### src/rtl/pal_pkg.sv
// Shared types, codes and widths for the positional array list.
package pal_pkg;

    localparam int OP_W         = 3;
    localparam int POS_W        = 7;
    localparam int VAL_W        = 32;
    localparam int ST_W         = 2;
    localparam int CNT_W        = 7;
    localparam int DEF_CAPACITY = 64;

    typedef enum logic [OP_W-1:0] {
        OP_READ       = 3'd0,
        OP_PUSH_FRONT = 3'd1,
        OP_PUSH_BACK  = 3'd2,
        OP_INSERT     = 3'd3,
        OP_DEL_FRONT  = 3'd4,
        OP_DEL_BACK   = 3'd5,
        OP_DEL_AT     = 3'd6,
        OP_POP_BACK   = 3'd7
    } t_op;

    typedef enum logic [ST_W-1:0] {
        ST_OK    = 2'd0,
        ST_FULL  = 2'd1,
        ST_EMPTY = 2'd2,
        ST_RANGE = 2'd3
    } t_status;

    typedef struct packed {
        logic latch;
        logic fetch;
        logic grab;
        logic init_open;
        logic rd_open;
        logic wr_open;
        logic put;
        logic init_close;
        logic rd_close;
        logic wr_close;
        logic finish;
    } t_cmd;

    typedef struct packed {
        logic fail;
        logic is_fetch;
        logic is_open;
        logic is_close;
        logic open_more;
        logic close_more;
        logic out_free;
    } t_stat;

endpackage

### src/rtl/pal_ram.sv
// Generic single write port, single read port RAM with registered read.
module pal_ram #(
    parameter int WIDTH = 32,
    parameter int DEPTH = 64
) (
    input  logic                     i_clk,
    input  logic                     i_we,
    input  logic [$clog2(DEPTH)-1:0] i_waddr,
    input  logic [WIDTH-1:0]         i_wdata,
    input  logic                     i_re,
    input  logic [$clog2(DEPTH)-1:0] i_raddr,
    output logic [WIDTH-1:0]         o_rdata
);
    logic [WIDTH-1:0] r_mem [DEPTH];
    logic [WIDTH-1:0] r_rdata;

    always_ff @(posedge i_clk) begin
        if (i_we) begin
            r_mem[i_waddr] <= i_wdata;
        end
        if (i_re) begin
            r_rdata <= r_mem[i_raddr];
        end
    end

    assign o_rdata = r_rdata;
endmodule

### src/rtl/pal_ctrl.sv
// Sequencing state machine for the positional array list.
module pal_ctrl (
    input  logic          i_clk,
    input  logic          i_rst_n,
    input  logic          i_in_valid,
    output logic          o_in_stall,
    input  pal_pkg::t_stat i_stat,
    output pal_pkg::t_cmd  o_cmd
);
    import pal_pkg::*;

    typedef enum logic [8:0] {
        S_IDLE     = 9'b000000001,
        S_CHECK    = 9'b000000010,
        S_GRAB     = 9'b000000100,
        S_OPEN_RD  = 9'b000001000,
        S_OPEN_WR  = 9'b000010000,
        S_CLOSE_RD = 9'b000100000,
        S_CLOSE_WR = 9'b001000000,
        S_DONE     = 9'b010000000,
        S_SPARE    = 9'b100000000
    } t_state;

    t_state r_state;
    t_state n_state;

    always_comb begin
        n_state = r_state;
        o_cmd   = '0;
        unique case (r_state)
            S_IDLE: begin
                if (i_in_valid) begin
                    o_cmd.latch = 1'b1;
                    n_state     = S_CHECK;
                end
            end
            S_CHECK: begin
                priority if (i_stat.fail) begin
                    n_state = S_DONE;
                end else if (i_stat.is_fetch) begin
                    o_cmd.fetch = 1'b1;
                    n_state     = S_GRAB;
                end else if (i_stat.is_open) begin
                    o_cmd.init_open = 1'b1;
                    n_state         = S_OPEN_RD;
                end else if (i_stat.is_close) begin
                    o_cmd.init_close = 1'b1;
                    n_state          = S_CLOSE_RD;
                end else begin
                    n_state = S_DONE;
                end
            end
            S_GRAB: begin
                o_cmd.grab = 1'b1;
                n_state    = S_DONE;
            end
            S_OPEN_RD: begin
                if (i_stat.open_more) begin
                    o_cmd.rd_open = 1'b1;
                    n_state       = S_OPEN_WR;
                end else begin
                    o_cmd.put = 1'b1;
                    n_state   = S_DONE;
                end
            end
            S_OPEN_WR: begin
                o_cmd.wr_open = 1'b1;
                n_state       = S_OPEN_RD;
            end
            S_CLOSE_RD: begin
                if (i_stat.close_more) begin
                    o_cmd.rd_close = 1'b1;
                    n_state        = S_CLOSE_WR;
                end else begin
                    n_state = S_DONE;
                end
            end
            S_CLOSE_WR: begin
                o_cmd.wr_close = 1'b1;
                n_state        = S_CLOSE_RD;
            end
            S_DONE: begin
                if (i_stat.out_free) begin
                    o_cmd.finish = 1'b1;
                    n_state      = S_IDLE;
                end
            end
            default: begin
                n_state = S_IDLE;
            end
        endcase
    end

    always_ff @(posedge i_clk) begin
        if (!i_rst_n) begin
            r_state <= S_IDLE;
        end else begin
            r_state <= n_state;
        end
    end

    assign o_in_stall = (r_state != S_IDLE) || !i_rst_n;

`ifndef ASSERT_OFF
    a_accept_goes_check: assert property (@(posedge i_clk) disable iff (!i_rst_n)
        (i_in_valid && !o_in_stall) |=> (r_state == S_CHECK))
        else $error("accepted request did not move to check");
    a_finish_when_free: assert property (@(posedge i_clk) disable iff (!i_rst_n)
        o_cmd.finish |-> i_stat.out_free)
        else $error("result loaded over an untaken result");
`endif
endmodule

### src/rtl/pal_dpath.sv
// Datapath for the positional array list: request registers, store, count and result.
module pal_dpath #(
    parameter int CAPACITY = pal_pkg::DEF_CAPACITY
) (
    input  logic                              i_clk,
    input  logic                              i_rst_n,
    input  logic [pal_pkg::OP_W-1:0]          i_opcode,
    input  logic [pal_pkg::POS_W-1:0]         i_position,
    input  logic signed [pal_pkg::VAL_W-1:0]  i_value,
    input  logic                              i_out_stall,
    output logic                              o_out_valid,
    output logic signed [pal_pkg::VAL_W-1:0]  o_read_value,
    output logic [pal_pkg::ST_W-1:0]          o_status,
    output logic [pal_pkg::CNT_W-1:0]         o_count,
    input  pal_pkg::t_cmd                     i_cmd,
    output pal_pkg::t_stat                    o_stat
);
    import pal_pkg::*;

    localparam int AW = $clog2(CAPACITY);
    localparam int CW = $clog2(CAPACITY + 1);
    localparam int XW = (CW > POS_W) ? CW : POS_W;

    t_op             r_op;
    logic [POS_W-1:0] r_pos;
    logic [VAL_W-1:0] r_val;
    logic [CW-1:0]    r_count;
    logic [CW-1:0]    n_count;
    logic [CW-1:0]    r_idx;
    logic [VAL_W-1:0] r_rd;
    logic             r_out_valid;
    logic [VAL_W-1:0] r_out_value;
    t_status          r_out_status;
    logic [CNT_W-1:0] r_out_count;

    logic [XW-1:0]    pos_x;
    logic [XW-1:0]    cnt_x;
    logic [XW-1:0]    at_x;
    logic [CW-1:0]    at_c;
    logic             full;
    logic             empty;
    t_status          status;
    logic             out_free;

    logic             ram_we;
    logic [AW-1:0]    ram_waddr;
    logic [VAL_W-1:0] ram_wdata;
    logic             ram_re;
    logic [AW-1:0]    ram_raddr;
    logic [VAL_W-1:0] ram_rdata;

    assign pos_x = XW'(r_pos);
    assign cnt_x = XW'(r_count);
    assign full  = (r_count >= CW'(CAPACITY));
    assign empty = (r_count == '0);

    always_comb begin
        status = ST_OK;
        at_x   = '0;
        unique case (r_op)
            OP_READ: begin
                if (pos_x >= cnt_x) status = ST_RANGE;
            end
            OP_PUSH_FRONT: begin
                if (full) status = ST_FULL;
            end
            OP_PUSH_BACK: begin
                at_x = cnt_x;
                if (full) status = ST_FULL;
            end
            OP_INSERT: begin
                at_x = pos_x;
                priority if (full) status = ST_FULL;
                else if (pos_x > cnt_x) status = ST_RANGE;
            end
            OP_DEL_FRONT, OP_DEL_BACK, OP_POP_BACK: begin
                if (empty) status = ST_EMPTY;
            end
            OP_DEL_AT: begin
                at_x = pos_x;
                priority if (empty) status = ST_EMPTY;
                else if (pos_x >= cnt_x) status = ST_RANGE;
            end
        endcase
    end

    assign at_c     = CW'(at_x);
    assign out_free = !r_out_valid || !i_out_stall;

    assign o_stat.fail       = (status != ST_OK);
    assign o_stat.is_fetch   = (r_op == OP_READ) || (r_op == OP_POP_BACK);
    assign o_stat.is_open    = (r_op == OP_PUSH_FRONT) || (r_op == OP_PUSH_BACK)
                            || (r_op == OP_INSERT);
    assign o_stat.is_close   = (r_op == OP_DEL_FRONT) || (r_op == OP_DEL_AT);
    assign o_stat.open_more  = (r_idx > at_c);
    assign o_stat.close_more = ((CW+1)'(r_idx) + (CW+1)'(1)) < (CW+1)'(r_count);
    assign o_stat.out_free   = out_free;

    always_comb begin
        ram_re    = 1'b0;
        ram_raddr = '0;
        priority if (i_cmd.fetch) begin
            ram_re    = 1'b1;
            ram_raddr = (r_op == OP_POP_BACK) ? AW'(r_count - CW'(1)) : AW'(r_pos);
        end else if (i_cmd.rd_open) begin
            ram_re    = 1'b1;
            ram_raddr = AW'(r_idx - CW'(1));
        end else if (i_cmd.rd_close) begin
            ram_re    = 1'b1;
            ram_raddr = AW'(r_idx + CW'(1));
        end else begin
            ram_re = 1'b0;
        end
    end

    always_comb begin
        ram_we    = 1'b0;
        ram_waddr = '0;
        ram_wdata = ram_rdata;
        priority if (i_cmd.wr_open || i_cmd.wr_close) begin
            ram_we    = 1'b1;
            ram_waddr = AW'(r_idx);
        end else if (i_cmd.put) begin
            ram_we    = 1'b1;
            ram_waddr = AW'(at_c);
            ram_wdata = r_val;
        end else begin
            ram_we = 1'b0;
        end
    end

    pal_ram #(
        .WIDTH (VAL_W),
        .DEPTH (CAPACITY)
    ) u_ram (
        .i_clk   (i_clk),
        .i_we    (ram_we),
        .i_waddr (ram_waddr),
        .i_wdata (ram_wdata),
        .i_re    (ram_re),
        .i_raddr (ram_raddr),
        .o_rdata (ram_rdata)
    );

    always_comb begin
        n_count = r_count;
        if (status == ST_OK) begin
            priority if (o_stat.is_open) begin
                n_count = r_count + CW'(1);
            end else if (r_op != OP_READ) begin
                n_count = r_count - CW'(1);
            end else begin
                n_count = r_count;
            end
        end
    end

    always_ff @(posedge i_clk) begin
        if (i_cmd.latch) begin
            r_op  <= t_op'(i_opcode);
            r_pos <= i_position;
            r_val <= i_value;
        end
        if (i_cmd.init_open) begin
            r_idx <= r_count;
        end else if (i_cmd.init_close) begin
            r_idx <= at_c;
        end else if (i_cmd.wr_open) begin
            r_idx <= r_idx - CW'(1);
        end else if (i_cmd.wr_close) begin
            r_idx <= r_idx + CW'(1);
        end
        if (i_cmd.grab) begin
            r_rd <= ram_rdata;
        end
        if (i_cmd.finish) begin
            r_out_value  <= (status == ST_OK && o_stat.is_fetch) ? r_rd : '0;
            r_out_status <= status;
            r_out_count  <= CNT_W'(n_count);
        end
    end

    always_ff @(posedge i_clk) begin
        if (!i_rst_n) begin
            r_count     <= '0;
            r_out_valid <= 1'b0;
        end else begin
            if (i_cmd.finish) begin
                r_count <= n_count;
            end
            r_out_valid <= i_cmd.finish || (r_out_valid && i_out_stall);
        end
    end

    assign o_out_valid  = r_out_valid;
    assign o_read_value = $signed(r_out_value);
    assign o_status     = r_out_status;
    assign o_count      = r_out_count;

`ifndef ASSERT_OFF
    a_count_bound: assert property (@(posedge i_clk) disable iff (!i_rst_n)
        r_count <= CW'(CAPACITY))
        else $error("entry count above capacity");
    a_count_step: assert property (@(posedge i_clk) disable iff (!i_rst_n)
        i_cmd.finish |=> (r_count == $past(r_count)
                       || r_count == $past(r_count) + CW'(1)
                       || r_count == $past(r_count) - CW'(1)))
        else $error("entry count moved by more than one");
    a_put_not_full: assert property (@(posedge i_clk) disable iff (!i_rst_n)
        i_cmd.put |-> !full)
        else $error("store written while full");
`endif
endmodule

### src/rtl/positional_array_list_top.sv
// Top level of the positional array list: controller, datapath and store.
//
//  channel   direction  valid          stall          fields
//  request   in         i_in_valid     o_in_stall     i_opcode i_position i_value
//  result    out        o_out_valid    i_out_stall    o_read_value o_status o_count
//
// One request at a time; its result lands in an output register, so the next
// request is taken while that result waits.
// Steps per request: a failed request or delete back goes from check straight to
// done; read and pop back fetch then grab one entry; push, insert, delete front and
// delete at a position move entries one at a time, each move a read then a write.
// Reset clears the entry count and the result valid only; no clearing pass.
// A stalled result holds; a request finishing behind it waits in its last state.
module positional_array_list_top #(
    parameter int CAPACITY = pal_pkg::DEF_CAPACITY
) (
    input  logic                              i_clk,
    input  logic                              i_rst_n,
    input  logic                              i_in_valid,
    output logic                              o_in_stall,
    input  logic [pal_pkg::OP_W-1:0]          i_opcode,
    input  logic [pal_pkg::POS_W-1:0]         i_position,
    input  logic signed [pal_pkg::VAL_W-1:0]  i_value,
    output logic                              o_out_valid,
    input  logic                              i_out_stall,
    output logic signed [pal_pkg::VAL_W-1:0]  o_read_value,
    output logic [pal_pkg::ST_W-1:0]          o_status,
    output logic [pal_pkg::CNT_W-1:0]         o_count
);
    import pal_pkg::*;

    t_cmd  cmd;
    t_stat stat;

    pal_ctrl u_ctrl (
        .i_clk      (i_clk),
        .i_rst_n    (i_rst_n),
        .i_in_valid (i_in_valid),
        .o_in_stall (o_in_stall),
        .i_stat     (stat),
        .o_cmd      (cmd)
    );

    pal_dpath #(
        .CAPACITY (CAPACITY)
    ) u_dpath (
        .i_clk        (i_clk),
        .i_rst_n      (i_rst_n),
        .i_opcode     (i_opcode),
        .i_position   (i_position),
        .i_value      (i_value),
        .i_out_stall  (i_out_stall),
        .o_out_valid  (o_out_valid),
        .o_read_value (o_read_value),
        .o_status     (o_status),
        .o_count      (o_count),
        .i_cmd        (cmd),
        .o_stat       (stat)
    );
endmodule
### config.mk
export PLATFORM = sky130hd
export DESIGN_NAME = positional_array_list_top
export DESIGN_NICKNAME = d
export VERILOG_FILES = /design/src/rtl/pal_pkg.sv /design/src/rtl/pal_ram.sv /design/src/rtl/pal_ctrl.sv /design/src/rtl/pal_dpath.sv /design/src/rtl/positional_array_list_top.sv
export SDC_FILE = /design/constraint.sdc
export NUM_CORES = 2
export LEC_CHECK = 0
export BUFFER_PORTS_ARGS = -buffer_cell sky130_fd_sc_hd__clkbuf_2
export CAP_MARGIN = 25
export CELL_PAD_IN_SITES_DETAIL_PLACEMENT = 1
export CELL_PAD_IN_SITES_GLOBAL_PLACEMENT = 2
export CORE_MARGIN = 2
export CORE_UTILIZATION = 45
export DETAILED_ROUTE_END_ITERATION = 8
export PLACE_DENSITY_LB_ADDON = 0.1
export SETUP_SLACK_MARGIN = 0.3
export SLEW_MARGIN = 0
export SYNTH_ARGS = -nofsm -noshare
export SYNTH_HDL_FRONTEND = slang
export SYNTH_SLANG_ARGS = --single-unit
### constraint.sdc
create_clock -name i_clk -period 14.6 [get_ports i_clk]
set_input_delay 1.46 -clock i_clk [delete_from_list [all_inputs] [get_ports i_clk]]
set_output_delay 1.46 -clock i_clk [all_outputs]
set_load 0.02 [all_outputs]
After elaboration in Yosys (flattened, before gate mapping) --
Memory sizes are Yosys's and may differ from the RTL's. A register that Yosys moved wholly into a read port is not among the register bits. Cells that the tools add are included.
Storage, ports and cells: register bits 139, memory bits (writable) 2048, bits of input ports 46, output and inout port bits 43, word-level logic and storage cells 127, memories 1
Cells by class: add/sub/neg operators 5, $lt $le $gt $ge 5, eq/ne operators 18, muxes and demuxes 64, reductions and logical operators 23
Memories:
- u_dpath.u_ram.r_mem | words 64, bits a word 32, read ports 1, clocked after Yosys merged registers in 1, write ports 1, line pal_ram.sv:14 | logic [WIDTH-1:0] r_mem [DEPTH];
Operators by type and width (number):
- $pmux W9 S8 | 1
- $mux W32 | 2
- $mux W7 | 7
- $mux W6 | 6
- $mux W9 | 4
- $mux W1 | 33
- $mux W8 | 4
- $add A7 B1 Y7 const B | 2
- $gt A7 B7 Y1 | 2
- $pmux W7 S2 | 1
- $sub A7 B1 Y7 const B | 2
- $eq A3 B3 Y1 const B | 4
- $mux W2 | 5
- $pmux W2 S5 | 1
- $eq A9 B1 Y1 const B | 1
- $eq A9 B2 Y1 const B | 1
- $eq A9 B3 Y1 const B | 1
- $eq A9 B4 Y1 const B | 1
- $eq A9 B5 Y1 const B | 1
- $eq A9 B6 Y1 const B | 1
- $eq A9 B7 Y1 const B | 1
- $eq A9 B8 Y1 const B | 1
- $ne A9 B1 Y1 const B | 1
- $add A7 B1 Y8 const B | 1
- other kinds (19) | 31

Logic depth before layout (Yosys ltp) --
depth after elaboration 10, depth in mapped cells 22, depth with buffers taken out 15

Hierarchy --
Synthesis repeated with hierarchy kept, for this count alone.
Second synthesis, totals: cell total of the unflattened synthesis 3989, area, all modules 85832.3 um^2
Modules (own cells, without submodules):
- pal_ram | instances 1, cells an instance 3324, area an instance 78835.6 um^2, seq. area each 62459.9 um^2
- pal_dpath | instances 1, cells an instance 607, area an instance 6502.5 um^2, seq. area each 3823.7 um^2
- pal_ctrl | instances 1, cells an instance 58, area an instance 494.2 um^2, seq. area each 160.2 um^2

Least setup slack after synthesis --
Ideal clock, no wire load.
path kind register -> register, from register u_dpath.r_op[0], to memory u_dpath.u_ram.r_mem[16][0], enable pin, setup time 0.421 ns, arrival 4.589 ns, required time 14.179 ns, path slack 9.590 ns, cell stages (with the launch flop) 16, path buffers 2, clock period less this slack 5.010 ns, cell sequence edfxtp_1 -> clkbuf_1 -> clkbuf_1 -> mux2i_1 -> o21ai_0 -> nand2_1 -> ha_1 -> nand4_1 -> a21o_1 -> and2_1 -> o21bai_1 -> clkinv_1 -> a22oi_1 -> and2_1 -> o211ai_1 -> nor2_1
Between the ends: word-level cells in the longest chain between the ends 10, elaborated cells on any way between the ends 14, classes of those cells order compare: 1; eq/ne: 3; mux: 9; reduce/logical: 1
Ends and longest elaborated chain:
- start, declared | line pal_dpath.sv:24 | t_op r_op;
- start signal, assigned | line pal_dpath.sv:160 | r_op <= t_op'(i_opcode);
- $eq A3 B3 Y1 or $eq A3 B2 Y1 (tied branches) | line pal_dpath.sv:60 | unique case (r_op)
- $reduce_or A2 Y1 (no line)
- $pmux W7 S2 (*) | line pal_dpath.sv:60
- $gt A7 B7 Y1 | line pal_dpath.sv:95 | assign o_stat.open_more = (r_idx > at_c);
- $mux W1 | line pal_ctrl.sv:58 | if (i_stat.open_more) begin
- $mux W1 | line pal_ctrl.sv:30 | unique case (r_state)
- $mux W1 | line pal_dpath.sv:123 | end else if (i_cmd.put) begin
- $mux W1 | line pal_dpath.sv:120 | priority if (i_cmd.wr_open || i_cmd.wr_close) begin
- $mux W1 | line pal_ram.sv:18 | if (i_we) begin
- $mux W1 (implied by the code) | line pal_ram.sv:19 | r_mem[i_waddr] <= i_wdata;
- end, declared | line pal_ram.sv:14
Every way passes the cells marked *; elsewhere a longest branch is shown, timed or not.

Final worst setup path --
from register u_dpath.r_idx[0], to register u_dpath.u_ram.r_rdata[12], in the netlist u_dpath.u_ram.o_rdata[12] (read register of u_dpath.u_ram.r_mem) (data pin)
Between the ends: word-level cells in the longest chain between the ends 7, elaborated cells on any way between the ends 15, classes of those cells add/sub: 3; order compare: 2; mux: 10
Ends and longest elaborated chain:
- start, declared | line pal_dpath.sv:29 | logic [CW-1:0] r_idx;
- start signal, assigned | line pal_dpath.sv:165 | r_idx <= r_count;
- start signal, assigned | line pal_dpath.sv:167 | r_idx <= at_c;
- start signal, assigned | line pal_dpath.sv:169 | r_idx <= r_idx - CW'(1);
- $add A7 B1 Y8 | line pal_dpath.sv:96 | assign o_stat.close_more = ((CW+1)'(r_idx) + (CW+1)'(1)) < (CW+1)'(r_count);
- $lt A8 B7 Y1 | line pal_dpath.sv:96
- $mux W1 | line pal_ctrl.sv:71 | if (i_stat.close_more) begin
- $mux W1 | line pal_ctrl.sv:30
- $mux W6 or $mux W1 (tied branches) | line pal_dpath.sv:108 | end else if (i_cmd.rd_close) begin
- $mux W6 or $mux W1 (tied branches) | line pal_dpath.sv:105 | end else if (i_cmd.rd_open) begin
- $mux W6 or $mux W1 (tied branches) | line pal_dpath.sv:102 | priority if (i_cmd.fetch) begin
- end, declared | line pal_ram.sv:15 | logic [WIDTH-1:0] r_rdata;
Several ways; a longest one is shown, not always the timed one. A chain may end at the register's enable or synchronous reset.

==> impl_results.md <==
- Power density normalized to cell area: 129.1 mW/mm2
- Placed wire-length estimate: 160500 um
- Max-Slew Margin vs Limit: 22.89%
- Initial DRC Count: 6019
- Number of buffers inserted by post-CTS setup repair: 0
- Initial Util: 45.17%
- Hold Path Sink: u_dpath.r_rd[14]
- CTS Hold Buffers Added: 0
- Share of cells above drive strength 1: 16.55%
- Area grow syn2layout: 12.98%
- Worst hold path type: register to register
- Syn Inst Count: 5331
- Top Ports: 89
- Source-to-sink clock delay at the later pin of the worst-skew pair: 0.89 ns
- DRC Markers: 0
- CTS Buffer Depth: 3
- TritonCTS buffer count: 230
- Biggest fanout along the worst timing path: 121
- Min cycle time layout: 7.663 ns
- Data arrival at the endpoint of the critical path: 8.24 ns
- Filler cell count in the final layout: 17970
- Height of the chip: 446.0 um
- Placer's final routability congestion estimate: 0.8362
- Maximum ir drop on the vdd rail: 0.0001157 V
- Final setup fails: 0
- Number of antenna violations at the first check in global routing: 16
- Count of cells along the worst register-to-register path: 17
- Terminus of the critical flop-to-flop path: u_dpath.u_ram.o_rdata[12]
- H-tree levels: 4
- Tcrit/Tclk final: 52.48%
- RSZ-0062 raised after global routing: false
- Cells resized by post-CTS repair: 0
- Number of optimization iterations in the first detailed-route pass: 6
- Post-synthesis sequential area ratio: 75.59%
- Total wire length after detailed routing: 290400 um
- Via count of the first global-routing pass: 52230
- Register-to-register path setup slack: 6.94 ns
- Post-Synthesis Net Count: 5401
- Number of cell rows: 162
- Number of nets with antenna violations after detailed routing: 0
- Nature of the critical path endpoint: register
- Startpoint type of the worst setup path: register
- Top cells by area, synth: sky130_fd_sc_hd__edfxtp_1 (75%), sky130_fd_sc_hd__mux4_2 (5.5%), sky130_fd_sc_hd__nand2_1 (3.0%)
- Max-slew violation total from the final report: 0
- Leak pwr: 32.10 nW
- Core footprint: 0.1946 mm2
- Number of nets in the layout: 5540
- Clock transition at the register clock pins on the worst setup and hold paths after CTS: 0.07 ns
- Setup skew after layout: 0.04946 ns
- Vias: 51800
- Netlist area before placement: 0.08790 mm2
- Average wire per standard cell: 35.36 um
- Top achievable clock speed: 0.1305 GHz
- FF-to-FF Start: u_dpath.r_idx[0]
- Top_reg_cell synth: sky130_fd_sc_hd__edfxtp_1
- Average cell area after synthesis: 16.49 um2
- # port buffers: 88
- Tightest Pin Transition: 1.152 ns
- Area fraction of the dominant cell type after synthesis: 75.22%
- Final Core Density: 51.04%
- First-pass GRT wire length: 408300 um
- TritonCTS clock tree: built
- CTS Root Buffer Type: sky130_fd_sc_hd__clkbuf_16
- Full die area: 0.1989 mm2
- Vias/cell: 6.308
- Status: complete, no violations
- Worst Hold Path Cells: 0
- Share of synthesized flip-flops with an asynchronous set or reset: 0%
- Synth unique cells: 85
- Number of non-filler instances in the completed layout: 8212
- Number of hold-slack violations in the final timing report: 0
- Placed cells: 7777
- EDFF count, synth: 2202
- Maximum number of pins on one net before global-route repair: 135
- Startpoint of the lowest-slack hold path: u_dpath.u_ram.o_rdata[14]
- Required time at the endpoint of the critical path: 15.17 ns
- Number of sinks on the clock net: 2218
- Max-cap violations: 0
- Area leader, netlist: sky130_fd_sc_hd__edfxtp_1
- TNS Setup: 0 ns
- Gr usage total: 29.10%
- Die Span X: 446.0 um
- Number of register bits inferred by synthesis: 2218
- Crit Path Class: register to register
- Aggregate global routing overflow: 0
- Number of warnings printed during yosys synthesis: 0
-- routing by layer --
metal	vias up	routed length (um)	track usage [%]
li1	21530	-	-
met1	27810	124300	41.69
met2	2085	137200	46.26
met3	372	20970	4.831
met4	2	7852	8.006
met5	-	13	0
-- area by class of cell --
| type | count | area [um2] | area share [%] |
|---|---|---|---|
| repair buffers | 272 | 2029 | 2.044 |
| multi-input cells | 2732 | 20270 | 20.41 |
| well taps | 2542 | 3181 | 3.203 |
| diodes | 13 | 32.53 | 0.03276 |
| flip-flops and latches | 2218 | 66440 | 66.91 |
| clock buffers | 282 | 5951 | 5.992 |
| clock inverters | 137 | 1348 | 1.357 |
| inverters | 16 | 60.06 | 0.06047 |
-- synthesized netlist by cell type, types with 15 or more instances --
cell and number:
sky130_fd_sc_hd__and2_1 42, sky130_fd_sc_hd__buf_4 26, sky130_fd_sc_hd__o221ai_1 44, sky130_fd_sc_hd__nor2_1 114, sky130_fd_sc_hd__o21ai_0 97, sky130_fd_sc_hd__ha_1 24, sky130_fd_sc_hd__a31o_1 39, sky130_fd_sc_hd__a31oi_1 40
sky130_fd_sc_hd__nand4_1 35, sky130_fd_sc_hd__dfxtp_1 16, sky130_fd_sc_hd__or3_1 33, sky130_fd_sc_hd__edfxtp_1 2202, sky130_fd_sc_hd__a211oi_1 137, sky130_fd_sc_hd__nand3_1 429, sky130_fd_sc_hd__o31a_1 17, sky130_fd_sc_hd__o22ai_1 41
sky130_fd_sc_hd__a32oi_1 17, sky130_fd_sc_hd__buf_1 34, sky130_fd_sc_hd__mux2i_1 124, sky130_fd_sc_hd__o2111ai_1 27, sky130_fd_sc_hd__a311oi_1 74, sky130_fd_sc_hd__nand2_1 700, sky130_fd_sc_hd__inv_1 15, sky130_fd_sc_hd__clkbuf_1 216
sky130_fd_sc_hd__o21a_1 24, sky130_fd_sc_hd__o211ai_1 31, sky130_fd_sc_hd__and3_1 131, sky130_fd_sc_hd__buf_2 56, sky130_fd_sc_hd__nor3_1 44, sky130_fd_sc_hd__a221oi_1 26, sky130_fd_sc_hd__mux4_2 214, sky130_fd_sc_hd__buf_6 24
sky130_fd_sc_hd__xnor2_1 24, sky130_fd_sc_hd__a21oi_1 72
-- critical path, stage by stage (launching register included) --
cell and delay [ns]:
sky130_fd_sc_hd__edfxtp_1 0.64, sky130_fd_sc_hd__ha_1 0.32, sky130_fd_sc_hd__nand3_1 0.11, sky130_fd_sc_hd__xnor2_1 0.30
sky130_fd_sc_hd__ha_1 0.31, sky130_fd_sc_hd__a211oi_1 0.32, sky130_fd_sc_hd__o2111ai_1 0.25, sky130_fd_sc_hd__nor3_2 0.55
sky130_fd_sc_hd__nand2_1 0.24, sky130_fd_sc_hd__o211ai_4 0.16, sky130_fd_sc_hd__buf_4 0.57, sky130_fd_sc_hd__buf_12 0.55
sky130_fd_sc_hd__buf_4 0.62, sky130_fd_sc_hd__mux4_2 0.42, sky130_fd_sc_hd__o22ai_1 0.69, sky130_fd_sc_hd__a211oi_1 0.24
sky130_fd_sc_hd__a21oi_1 0.61, sky130_fd_sc_hd__mux2i_1 0.17
-- stage by stage --
step / setup slack (ns) / instance area (um2) / total power [W] / hold slack (ns)
2_1_floorplan: 9.590 / 87900 / 0.007137 / 0.4262
3_5_place_dp: 7.038 / 91900 / 0.007195 / 0.4467
4_1_cts: 7.006 / 99200 / 0.01291 / 0.4618
3_3_place_gp: 7.093 / 91790 / 0.007194 / 0.4502
6_report: 6.937 / 99310 / 0.01282 / 0.4608
5_1_grt: 6.599 / 99280 / 0.01314 / 0.4882
-- registers in the layout, indices dropped and copies added (netlist names) --
name                   flops
u_ctrl.r_state             8
u_dpath.cnt_x              7
u_dpath.o_count            7
u_dpath.o_out_valid        1
u_dpath.o_read_value      32
u_dpath.o_status           2
u_dpath.pos_x              7
u_dpath.r_idx              7
u_dpath.r_op               3
u_dpath.r_rd              32
u_dpath.r_val             32
u_dpath.u_ram.o_rdata     32
u_dpath.u_ram.r_mem     2048
-- how the worst max path moves through the flow --
stage	end	cells past startpoint	slack [ns]	startpoint
after floorplan	u_dpath.u_ram.r_mem[16][0]	15	9.59	u_dpath.r_op[0]
after global placement	u_dpath.u_ram.o_rdata[12]	18	7.09	u_dpath.r_op[2]
after detailed placement	u_dpath.u_ram.o_rdata[12]	18	7.04	u_dpath.r_op[2]
after CTS	u_dpath.u_ram.o_rdata[12]	18	7.01	u_dpath.r_op[2]
after global routing	u_dpath.u_ram.o_rdata[12]	18	6.60	u_dpath.r_op[2]
final	u_dpath.u_ram.o_rdata[12]	17	6.94	u_dpath.r_idx[0]
-- where the power goes --
group          total [W]  internal, W  switching, W
Clock            0.00576      0.00323       0.00253
Sequential       0.00693      0.00692     0.0000122
Combinational   0.000132    0.0000413     0.0000907
Total             0.0128       0.0102       0.00263
-- logic make-up (layout without fill, tap and decap cells) --
| logic type | count (synthesis) | in the layout | share of synthesized area [%] |
|---|---|---|---|
| XOR/XNOR | 26 | 26 | 0.2591 |
| flip-flops | 2218 | 2218 | 75.59 |
| multiplexers | 343 | 343 | 6.959 |
| AND/OR/NAND/NOR | 1572 | 1572 | 8.291 |
| buffers and inverters | 381 | 707 | 2.149 |
| AO/OA/AOI/OAI | 767 | 767 | 6.412 |
| other | 0 | 13 | 0 |
| adder cells (fa/ha/maj) | 24 | 24 | 0.3416 |
-- layout by cell type (no fill, tap or decap), types with 97 or more instances in the layout --
cell type / instances
sky130_fd_sc_hd__a211oi_1: 136
sky130_fd_sc_hd__mux2i_1: 124
sky130_fd_sc_hd__edfxtp_1: 2202
sky130_fd_sc_hd__buf_4: 165
sky130_fd_sc_hd__clkbuf_16: 230
sky130_fd_sc_hd__nand2_1: 665
sky130_fd_sc_hd__and3_1: 131
sky130_fd_sc_hd__nand3_1: 428
sky130_fd_sc_hd__mux4_2: 214
sky130_fd_sc_hd__o21ai_0: 97
No activity file was read; power rests on OpenSTA's default activity.
